<file path="config.mk">
export PLATFORM = sky130hd
export DESIGN_NAME = bpa_ctrl
export DESIGN_NICKNAME = d
export VERILOG_FILES = /design/src/sv/bpa_pkg.sv /design/src/sv/bpa_ctrl.sv
export SDC_FILE = /design/constraint.sdc
export NUM_CORES = 1
export LEC_CHECK = 0
export ABC_AREA = 1
export BUFFER_PORTS_ARGS = -buffer_cell sky130_fd_sc_hd__buf_2
export CAP_MARGIN = 0
export CORE_AREA = 3 3 40 42
export DETAILED_ROUTE_END_ITERATION = 6
export DIE_AREA = 0 0 43 45
export HOLD_SLACK_MARGIN = 0.02
export PLACE_DENSITY = 0.63
export SKIP_LAST_GASP = 1
export SLEW_MARGIN = 0
export SYNTH_ARGS = -nofsm -noshare
export SYNTH_HDL_FRONTEND = slang
export SYNTH_SLANG_ARGS = --single-unit
</file>
<file path="constraint.sdc">
create_clock -name clk -period 3.13 [get_ports clk]
set_input_delay 0.626 -clock clk [delete_from_list [all_inputs] [get_ports clk]]
set_output_delay 0.626 -clock clk [all_outputs]
set_load 0.1 [all_outputs]
</file>
<file path="src/sv/bpa_pkg.sv">
// Shared constants and types for the bitmap page allocator.
`timescale 1ns / 1ps

package bpa_pkg;

    localparam int unsigned MAX_PAGES_DEF  = 16384;
    localparam int unsigned PAGE_BYTES_DEF = 4096;

    localparam int CNT_W   = 15;
    localparam int ADDR_W  = 32;
    localparam int REQ_W   = 2;
    localparam int CFG_W   = 15;

    localparam logic [REQ_W-1:0] REQ_INIT  = 2'd0;
    localparam logic [REQ_W-1:0] REQ_ALLOC = 2'd1;
    localparam logic [REQ_W-1:0] REQ_FREE  = 2'd2;

    localparam logic CFG_TOTAL = 1'b0;
    localparam logic CFG_FIRST = 1'b1;

    // Datapath commands issued by the controller
    typedef struct packed {
        logic clear_step; // mark one page used in the post-reset pass
        logic start;      // latch the request and set up
        logic init_step;  // write one page bit of the init sweep
        logic scan_step;  // examine one page of the first-fit search
        logic mark_step;  // set one page used
        logic free_step;  // apply the free request
        logic finish;     // load the result register
    } bpa_cmd_t;

    // Status returned to the controller
    typedef struct packed {
        logic init_last;
        logic scan_done;
        logic found;
        logic mark_last;
    } bpa_sts_t;

endpackage

</file>
<file path="src/sv/bpa_ctrl.sv">
// Request sequencer of the bitmap page allocator.
`timescale 1ns / 1ps

module bpa_ctrl (
    input  logic                      clk,
    input  logic                      rst_n,
    input  logic                      in_valid,
    output logic                      in_stall,
    input  logic [bpa_pkg::REQ_W-1:0] req_type,
    output logic                      out_valid,
    input  logic                      out_stall,
    output bpa_pkg::bpa_cmd_t         cmd,
    input  bpa_pkg::bpa_sts_t         sts
);

    localparam logic [2:0] ST_IDLE  = 3'd0;
    localparam logic [2:0] ST_INIT  = 3'd1;
    localparam logic [2:0] ST_SCAN  = 3'd2;
    localparam logic [2:0] ST_MARK  = 3'd3;
    localparam logic [2:0] ST_FREE  = 3'd4;
    localparam logic [2:0] ST_DONE  = 3'd5;
    localparam logic [2:0] ST_CLEAR = 3'd6;

    logic [2:0] state_reg, state_next;
    logic       ov_reg, ov_next;
    logic       accept;

    // Take a request only when idle; a held result does not block it
    assign in_stall  = (state_reg != ST_IDLE);
    assign accept    = in_valid && !in_stall;
    assign out_valid = ov_reg;

    always_comb
    begin
        state_next = state_reg;
        ov_next    = ov_reg;
        cmd        = '0;
        if (ov_reg && !out_stall)
            ov_next = 1'b0;
        case (state_reg)
            ST_CLEAR:
            begin
                cmd.clear_step = 1'b1;
                if (sts.init_last)
                    state_next = ST_IDLE;
            end
            ST_IDLE:
            begin
                if (accept)
                begin
                    cmd.start = 1'b1;
                    case (req_type)
                        bpa_pkg::REQ_INIT:  state_next = ST_INIT;
                        bpa_pkg::REQ_ALLOC: state_next = ST_SCAN;
                        bpa_pkg::REQ_FREE:  state_next = ST_FREE;
                        default:            state_next = ST_DONE;
                    endcase
                end
            end
            ST_INIT:
            begin
                cmd.init_step = 1'b1;
                if (sts.init_last)
                    state_next = ST_DONE;
            end
            ST_SCAN:
            begin
                if (sts.scan_done)
                    state_next = sts.found ? ST_MARK : ST_DONE;
                else
                    cmd.scan_step = 1'b1;
            end
            ST_MARK:
            begin
                cmd.mark_step = 1'b1;
                if (sts.mark_last)
                    state_next = ST_DONE;
            end
            ST_FREE:
            begin
                cmd.free_step = 1'b1;
                state_next    = ST_DONE;
            end
            ST_DONE:
            begin
                // Hold while the previous result still waits
                if (!ov_reg || !out_stall)
                begin
                    cmd.finish = 1'b1;
                    ov_next    = 1'b1;
                    state_next = ST_IDLE;
                end
            end
            default:
                state_next = ST_IDLE;
        endcase
    end

    always_ff @(posedge clk or negedge rst_n)
    begin
        if (!rst_n)
        begin
            state_reg <= ST_CLEAR;
            ov_reg    <= 1'b0;
        end
        else
        begin
            state_reg <= state_next;
            ov_reg    <= ov_next;
        end
    end

endmodule

</file>
* After elaboration in Yosys (flattened, before gate mapping) *
Index checks and enable logic that the tools add are counted.
Widths: inputs -> output; s select.

storage, ports and cells
  flip-flop bits (word level) = 4
  input bits = 10
  logic and storage cells = 48

operators by class
  equal/unequal tests = 14
  mux-type cells = 22
  reduce and logical (&&, ||, !) cells = 10

operators by type and width
  operator            number
  $mux 3              7
  $pmux 3 s7          1
  $mux 1              13
  $ne 2x2->1 const B  6
  $eq 3x3->1 const B  3
  $pmux 3 s3          1
  $eq 3x2->1 const B  2
  $reduce_and 6->1    1
  $eq 3x1->1 const B  1
  $logic_not 1->1     3
  $logic_not 3->1     1
  $reduce_bool 3->1   1
  $eq 2x1->1 const B  1
  $eq 2x2->1 const B  1
  $logic_and 1x1->1   2
  $logic_not 2->1     1
  $logic_or 1x1->1    1

* Logic depth before layout (Yosys ltp) *
Gate-level depths: netlist of the first run.

  depth in word-level cells = 5
  gate-level depth with buffers = 9

* Least setup slack after synthesis of the first run *
OpenSTA, ideal clock, no wires.

  path kind = register to output
  start point = register state_reg[0]
  end point = output port cmd[5] (netlist bit)
  arrival = 2544 ps
  slack = -40 ps
  stages on the path, launching flop included = 6
  cell sequence = dfrtp_1 > inv_2 > nand2_1 > nor2_1 > inv_1 > nor2_1

RTL lines
  what                    line             source
  start, declared         bpa_ctrl.sv:24   logic [2:0] state_reg, state_next;
  start signal, assigned  bpa_ctrl.sv:108  state_reg <= state_next;
  end, declared           bpa_ctrl.sv:12   output bpa_pkg::bpa_cmd_t cmd,

==> results of run 1 <==
-- per-stage QoR --
stage | cells | utilization
finish | 107 | 0.460
global route | 107 | 0.460
CTS | 107 | 0.460
detailed placement | 104 | 0.442
global placement | 104 | 0.442
floorplan | 73 | -
-- cell usage after synthesis --
library cell / instances / area share
nor2_2: 3 / 0.039
o21ai_1: 1 / 0.010
nand2_1: 15 / 0.12
buf_6: 2 / 0.047
inv_2: 2 / 0.016
ha_1: 3 / 0.078
nand3_2: 4 / 0.084
clkinv_4: 1 / 0.018
a21oi_1: 1 / 0.010
nand2_2: 2 / 0.026
inv_1: 14 / 0.11
nand3_1: 9 / 0.094
dfstp_2: 2 / 0.11
nor2_1: 8 / 0.063
nand2_4: 1 / 0.023
nand4_1: 2 / 0.026
dfrtp_1: 2 / 0.10
nor2_4: 1 / 0.023
-- layout make-up --
type / count / area (sq um)
tap: 15 / 18.8
sequential: 4 / 103
inverter: 17 / 68.8
fill: 146 / 694
timing repair buffer: 18 / 90.1
clock buffer: 3 / 22.5
multi-input combinational: 50 / 288
-- worst paths after layout --
path | endpoint | slack [ns] | start | cells after the start
hold reg to reg | out_valid$_DFF_PN0_ | 0.52 | out_valid$_DFF_PN0_ | 2
min in group clk | out_valid$_DFF_PN0_ | 0.52 | out_valid$_DFF_PN0_ | 2
hold / removal | out_valid$_DFF_PN0_ | 0.18 | rst_n | 1
setup reg to reg | state_reg[0]$_DFFE_PN0P_ | 1.76 | state_reg[2]$_DFFE_PN1P_ | 7
max in group asynchronous | state_reg[1]$_DFFE_PN1P_ | 2.74 | rst_n | 1
setup / recovery | cmd[0] | 0.88 | state_reg[2]$_DFFE_PN1P_ | 3
-- worst max-delay path, stage by stage, from the launching register on --
cell	delay, ns
dfstp_2	0.67
nand3_1	0.16
nor2_1	0.12
buf_2	0.43
-- cell families after synthesis --
family	count (synthesis)	share of synthesized area
fa+ha+maj	3	0.0783
simple gates	45	0.496
buf+inv	19	0.191
flops	4	0.214
compound gates	2	0.0209
-- layer usage --
layer | global-route usage | vias up | part of all wire
met3 | 0.0478 | 0 | 0.059
met2 | 0.198 | 18 | 0.50
met1 | 0.145 | 210 | 0.44
met4 | 0.0181 | 0 | 0
li1 | - | 263 | -
met5 | 0 | - | 0
==> impl_metrics.yaml, run 1 <==
outcome:
  status: "completed"
clock_network:
  post_cts_buffers: 0
  clkSinkCount: 4
  ctsResizeCount: 0
  numCtsBuffers: 3
  cts_hold_buffers: 0
  clock_latency_ns: 0.24
  htree_levels: 1
  root_buffer: "clkbuf_4"
  clkSlewWorstSetupHoldPaths_ns: 0.04
  tritoncts: "built"
  cts_buffer_depth: 2
finish:
  synthToLayoutAreaGrowth_pct: 23.2
  fin_area_sq_um: 591
  largest_reg_flops: 3
  final_cell_mix: "buf_2 (18), nand2_1 (15), inv_1 (14), nand3_1 (9), nor2_1 (7)"
  diodes: 0
  layout-drive-gt1-share: 0.413
  final_common_cell: "buf_2"
  final_nets: 107
placement:
  placed_cell_area_sq_um: 568
  gp_congestion: 0.718
  dp_hpwl_microns: 832
  io_buffers: 18
  pre_cts_ws_ns: 1.09
sta:
  layout_setup_ws_ns: 0.884
  worstMarginPinSlew_ns: 0.489
  hold_viol_final: 0
  fin_worst_skew_ns: 0.00446
  slew_viol_final: 0
  setup-tns-final_ns: 0
  period_share: 0.718
  fmax_mhz: 445
  rsz0062_at_grt: "false"
  timing.final.crit_period_ns: 2.25
  slew_headroom: 0.676
  setup_viol: 0
  fin_hold_ws_ns: 0.184
floorplanning:
  die_h_microns: 45
  start_util: 0.373
  die_w_microns: 43
  io_pins: 19
  dieArea_sq_um: 1940
  fp-row-count: 13
  core_area_sq_um: 1280
logic_synthesis:
  yosysUniqueCellTypes: 18
  synth_warnings: 0
  ys_seq_elements: 4
  synth-seq-area-share: 0.214
  syn_inst: 73
  syn_nets: 86
  syn_avg_cell_area_sq_um: 6.56
  synthesis.area_sq_um: 479
grt:
  track_usage: 0.118
  gr-total-overflow: 0
  grt_max_degree: 10
  grt_first_pass_wirelength_mm: 1.77
  grt_pass1_vias: 437
  antenna_found_initial: 0
setup_path:
  critPathArrivalTime_ns: 1.62
  path_class: "reg2out"
  crit_path_end_kind: "output pin"
  crit_path_start_kind: "flop"
  required_ns: 2.50
  path_max_fanout: 9
route:
  first_pass_iters: 4
  dr.first_iter.drc_count: 8
  routed_wl_microns: 974
  drc: 0
  avgRoutedWirePerCell_microns: 9.10
  ant_nets: 0
  vias: 491
  vias_per_cell: 4.59
hold_path:
  min_path_type: "in2async"
job:
  cap_viol_max_count: 0
Power of run 1 is not shown: default switching activity piles up to over one toggle a cycle in this logic, so the estimate is an artifact.
==> run 2: changes to the inputs <==
ABC_AREA = 0   (was 1)
PLACE_DENSITY = 0.57   (was 0.63)
clock period = 2.2 ns   (was 3.13 ns; I/O delays follow)
==> impl_metrics.yaml, run 2 <==
setup_path:
  max_stage_delay_ns: 0.69
  path_class: "reg2out"
  crit_slowest_cell: "dfstp_2"
  crit_path_end_kind: "output pin"
  path_max_fanout: 15
  r2r_setup_slack_ns: 0.51
  crit_path_start_kind: "flop"
  critPathArrivalTime_ns: 1.63
  cp_cell_sequence: "inv_1 > nor3_2 > buf_2"
  required_ns: 1.76
logic_synthesis:
  synth_edf_count: 0
  syn_inst: 50
  yosysTopAreaCell: "dfstp_2"
  ys_seq_elements: 4
  synth_warnings: 0
  ys_top_cells_by_count: "inv_1 (5), nand2_1 (4), nor3_1 (4)"
  synth-async-reset-ratio: 1.00
  synthesis.area_sq_um: 405
  synth_top_area_share: 0.130
  synthTopCellsByArea: "dfstp_2 (13%), dfrtp_1 (12%), ha_1 (9.3%), nor3_1 (4.9%), inv_1 (4.6%)"
  synth-seq-area-share: 0.253
  ys.flop_type: "dfstp_2"
  syn_nets: 63
  yosysUniqueCellTypes: 30
  syn_avg_cell_area_sq_um: 8.11
  synth.most_common_cell: "inv_1"
finish:
  diodes: 0
  final_common_cell: "buf_2"
  final_cell_mix: "buf_2 (15), inv_1 (5), nand2_1 (4), clkbuf_4 (4)"
  largest_reg_flops: 3
  synthToLayoutAreaGrowth_pct: 48.8
  fillCellCount: 126
  layout-drive-gt1-share: 0.456
  final_util: 0.469
  final_nets: 83
  fin_area_sq_um: 603
sta:
  slew_viol_final: 0
  fin_worst_skew_ns: 0.00435
  hold_viol_final: 0
  slew_headroom: 0.677
  period_share: 0.943
  setup_viol: 0
  fin_hold_ws_ns: 0.485
  layout_setup_ws_ns: 0.125
  worstMarginPinSlew_ns: 0.488
  timing.final.crit_period_ns: 2.07
  fmax_mhz: 482
  rsz0062_at_grt: "false"
clock_network:
  htree_levels: 1
  clkSinkCount: 4
  root_buffer: "clkbuf_4"
  post_cts_buffers: 0
  numCtsBuffers: 3
  cts_buffer_depth: 2
  tritoncts: "built"
  clock_latency_ns: 0.23
  clkSlewWorstSetupHoldPaths_ns: 0.04
route:
  vias: 430
  vias_per_cell: 5.18
  ant_nets: 0
  first_pass_iters: 4
  drc: 0
  avgRoutedWirePerCell_microns: 12.2
  dr.first_iter.drc_count: 12
  routed_wl_mm: 1.01
grt:
  gr-total-overflow: 0
  antenna_found_initial: 0
  grt_first_pass_wirelength_mm: 1.73
  track_usage: 0.121
  grt_max_degree: 19
  grt_pass1_vias: 389
placement:
  placed_cell_area_sq_um: 567
  io_buffers: 18
  pre_cts_ws_ns: 0.322
  dp_hpwl_microns: 795
  gp_congestion: 0.745
hold_path:
  min_path_type: "in2reg"
floorplanning:
  die_w_microns: 43
  core_area_sq_um: 1280
  fp-row-count: 13
  io_pins: 19
  start_util: 0.315
  dieArea_sq_um: 1940
  die_h_microns: 45
outcome:
  status: "completed"
job:
  cap_viol_max_count: 0
run 2: worst paths after layout:
check                                         startpoint                       end  cells after the start
worst max-delay path            state_reg[2]$_DFFE_PN1P_                    cmd[1]                      3
worst min-delay path                           out_stall       out_valid$_DFF_PN0_                      3
worst max register to register  state_reg[2]$_DFFE_PN1P_  state_reg[0]$_DFFE_PN0P_                      4
worst min register to register       out_valid$_DFF_PN0_       out_valid$_DFF_PN0_                      2
max in group asynchronous                          rst_n  state_reg[1]$_DFFE_PN1P_                      2
min in group asynchronous                          rst_n       out_valid$_DFF_PN0_                      2
run 2: area by class of cell:
cell class,count,area (sq um),area share
Tap cell,15,18.8,0.0311
Timing Repair Buffer,19,133,0.220
Multi-Input combinational cell,37,307,0.508
Inverter,5,18.8,0.0311
Sequential cell,4,104,0.172
Clock buffer,3,22.5,0.0373
run 2: through the flow:
step / cells / setup TNS (ns)
5_1_grt: 83 / 0
6_report: 83 / 0
3_3_place_gp: 79 / 0
3_5_place_dp: 79 / 0
2_1_floorplan: 50 / -1.01
4_1_cts: 83 / 0
run 2: what timing repair did:
action                     CTS  global route
hold endpoints to repair     2             0
gates resized for setup      0             2
setup endpoints to repair    0             4
hold buffers                 1             0
run 2: kinds of logic (layout without fill, tap and decap cells):
group,count (synthesis),count (layout),synth area share
AND/OR/NAND/NOR,18,18,0.262
AO/OA/AOI/OAI,15,15,0.272
multiplexers,1,1,0.0278
flip-flops,4,4,0.253
adder cells (fa/ha/maj),3,3,0.0926
buffers and inverters,9,27,0.0926
run 2: per-layer routing:
metal	routed length, microns	track usage	vias up	part of all wire
li1	-	-	221	-
met1	440	0.146	188	0.44
met5	0	0	-	0
met4	0	0.0542	0	0
met2	502	0.192	21	0.50
met3	68	0.0478	0	0.067
run 2: worst max-delay path: cells and delay by family (launching register included):
family / cells / cell delay (ns)
AND/OR/NAND/NOR: 1 / 0.12
flip-flops: 1 / 0.69
buffers and inverters: 2 / 0.59
Power of run 2 is left out for the same reason.
==> run 3: changes to the inputs <==
MAX_ROUTING_LAYER = met4   (was unset)
PLACE_DENSITY = unset   (was 0.57)
==> impl_metrics.yaml, run 3 (synthesized netlist as in run 2, its figures left out) <==
outcome:
  status: "completed"
sta:
  fmax_mhz: 479
  slew_viol_final: 0
  layout_setup_ws_ns: 0.113
  timing.final.crit_period_ns: 2.09
  hold_viol_final: 0
  worstMarginPinSlew_ns: 0.494
  slew_headroom: 0.673
  rsz0062_at_grt: "false"
  period_share: 0.948
  fin_worst_skew_ns: 0.00268
  setup_viol: 0
route:
  ant_nets: 0
  dr.first_iter.drc_count: 6
  vias_per_cell: 4.98
  avgRoutedWirePerCell_microns: 11.2
  first_pass_iters: 2
  routed_wl_microns: 942
  drc: 0
  vias: 418
placement:
  placed_cell_area_sq_um: 567
  io_buffers: 18
  dp_hpwl_microns: 748
  pre_cts_ws_ns: 0.314
  gp_congestion: 0.716
job:
  cap_viol_max_count: 0
grt:
  use_met2: 0.177
  busiest_layer: "met2"
  use_met3: 0.0398
  grt_pass1_vias: 387
  track_usage: 0.122
  met1_usage: 0.156
  gr-total-overflow: 0
  antenna_found_initial: 0
  grt_max_degree: 19
  grt_first_pass_wirelength_mm: 1.74
setup_path:
  path_max_fanout: 15
  crit_path_end_kind: "output pin"
  r2r_setup_slack_ns: 0.54
  critPathArrivalTime_ns: 1.65
  r2r-start: "state_reg[2]$_DFFE_PN1P_"
  worstSetupEndpoint: "cmd[1]"
  critPathLaunch: "state_reg[2]$_DFFE_PN1P_"
  required_ns: 1.76
  crit_path_start_kind: "flop"
  rr_endpoint: "state_reg[0]$_DFFE_PN0P_"
  reg2reg_depth: 4
  path_class: "reg2out"
finish:
  layout-drive-gt1-share: 0.464
  final_nets: 83
  final_common_cell: "buf_2"
  final_cell_mix: "buf_2 (15), inv_1 (5), nand2_1 (4), clkbuf_4 (4)"
  largest_reg_flops: 3
  diodes: 0
  fin_area_sq_um: 612
  synthToLayoutAreaGrowth_pct: 50.9
floorplanning:
  io_pins: 19
  die_w_microns: 43
  core_area_sq_um: 1280
  fp-row-count: 13
  dieArea_sq_um: 1940
  die_h_microns: 45
  start_util: 0.315
clock_network:
  post_cts_buffers: 0
  clkSlewWorstSetupHoldPaths_ns: 0.04
  cts_buffer_depth: 2
  clkSinkCount: 4
  htree_levels: 1
  tritoncts: "built"
  root_buffer: "clkbuf_4"
  numCtsBuffers: 3
  clock_latency_ns: 0.23
hold_path:
  min_path_type: "in2reg"
  min_path_cells: 3
## run 3: changes by cell type in the layout (fill, tap and decap cells not counted)
cell	previous run	this run
nor3_1	3	2
nor3_2	1	2
clkbuf_1	0	1
## run 3: worst min path at each step
stage / start / endpoint / slack (ns)
3_5_place_dp: rst_n / out_valid$_DFF_PN0_ / 0.25
3_3_place_gp: rst_n / out_valid$_DFF_PN0_ / 0.25
5_1_grt: out_stall / out_valid$_DFF_PN0_ / 0.52
2_1_floorplan: rst_n / out_valid$_DFF_PN0_ / 0.14
4_1_cts: out_stall / out_valid$_DFF_PN0_ / 0.50
6_report: out_stall / out_valid$_DFF_PN0_ / 0.51
## run 3: layout make-up
| cell class | instances | area (sq um) |
|---|---|---|
| multi-input cells | 37 | 312 |
| fillers | 132 | 673 |
| flip-flops and latches | 4 | 104 |
| well taps | 15 | 18.8 |
| clock buffers | 4 | 26.3 |
| inverters | 5 | 18.8 |
| repair buffers | 19 | 133 |
## run 3: metrics by stage
| stage | setup TNS, ns | utilization | hold WS (ns) | instances |
|---|---|---|---|---|
| global placement | 0 | 0.441 | 0.246 | 79 |
| finish | 0 | 0.476 | 0.506 | 84 |
| detailed placement | 0 | 0.441 | 0.245 | 79 |
| global route | 0 | 0.476 | 0.517 | 84 |
| floorplan | -1.01 | - | 0.144 | 50 |
| CTS | 0 | 0.469 | 0.501 | 84 |
## run 3: worst max-delay path: stages, from the launching register on
cell and delay (ns):
dfstp_2 0.69, inv_1 0.16, nor3_2 0.12, buf_2 0.44
## run 3: repair_timing
item | CTS | global route
hold endpoints to repair | 2 | 0
hold buffers | 1 | 0
resized for setup | 0 | 3
setup endpoints to repair | 0 | 3
## run 3: metal layers
metal,vias up,wire length (microns)
met5,-,0
met4,0,0
met3,0,42
met2,9,483
met1,187,416
li1,222,-
Power of run 3 is left out for the same reason.
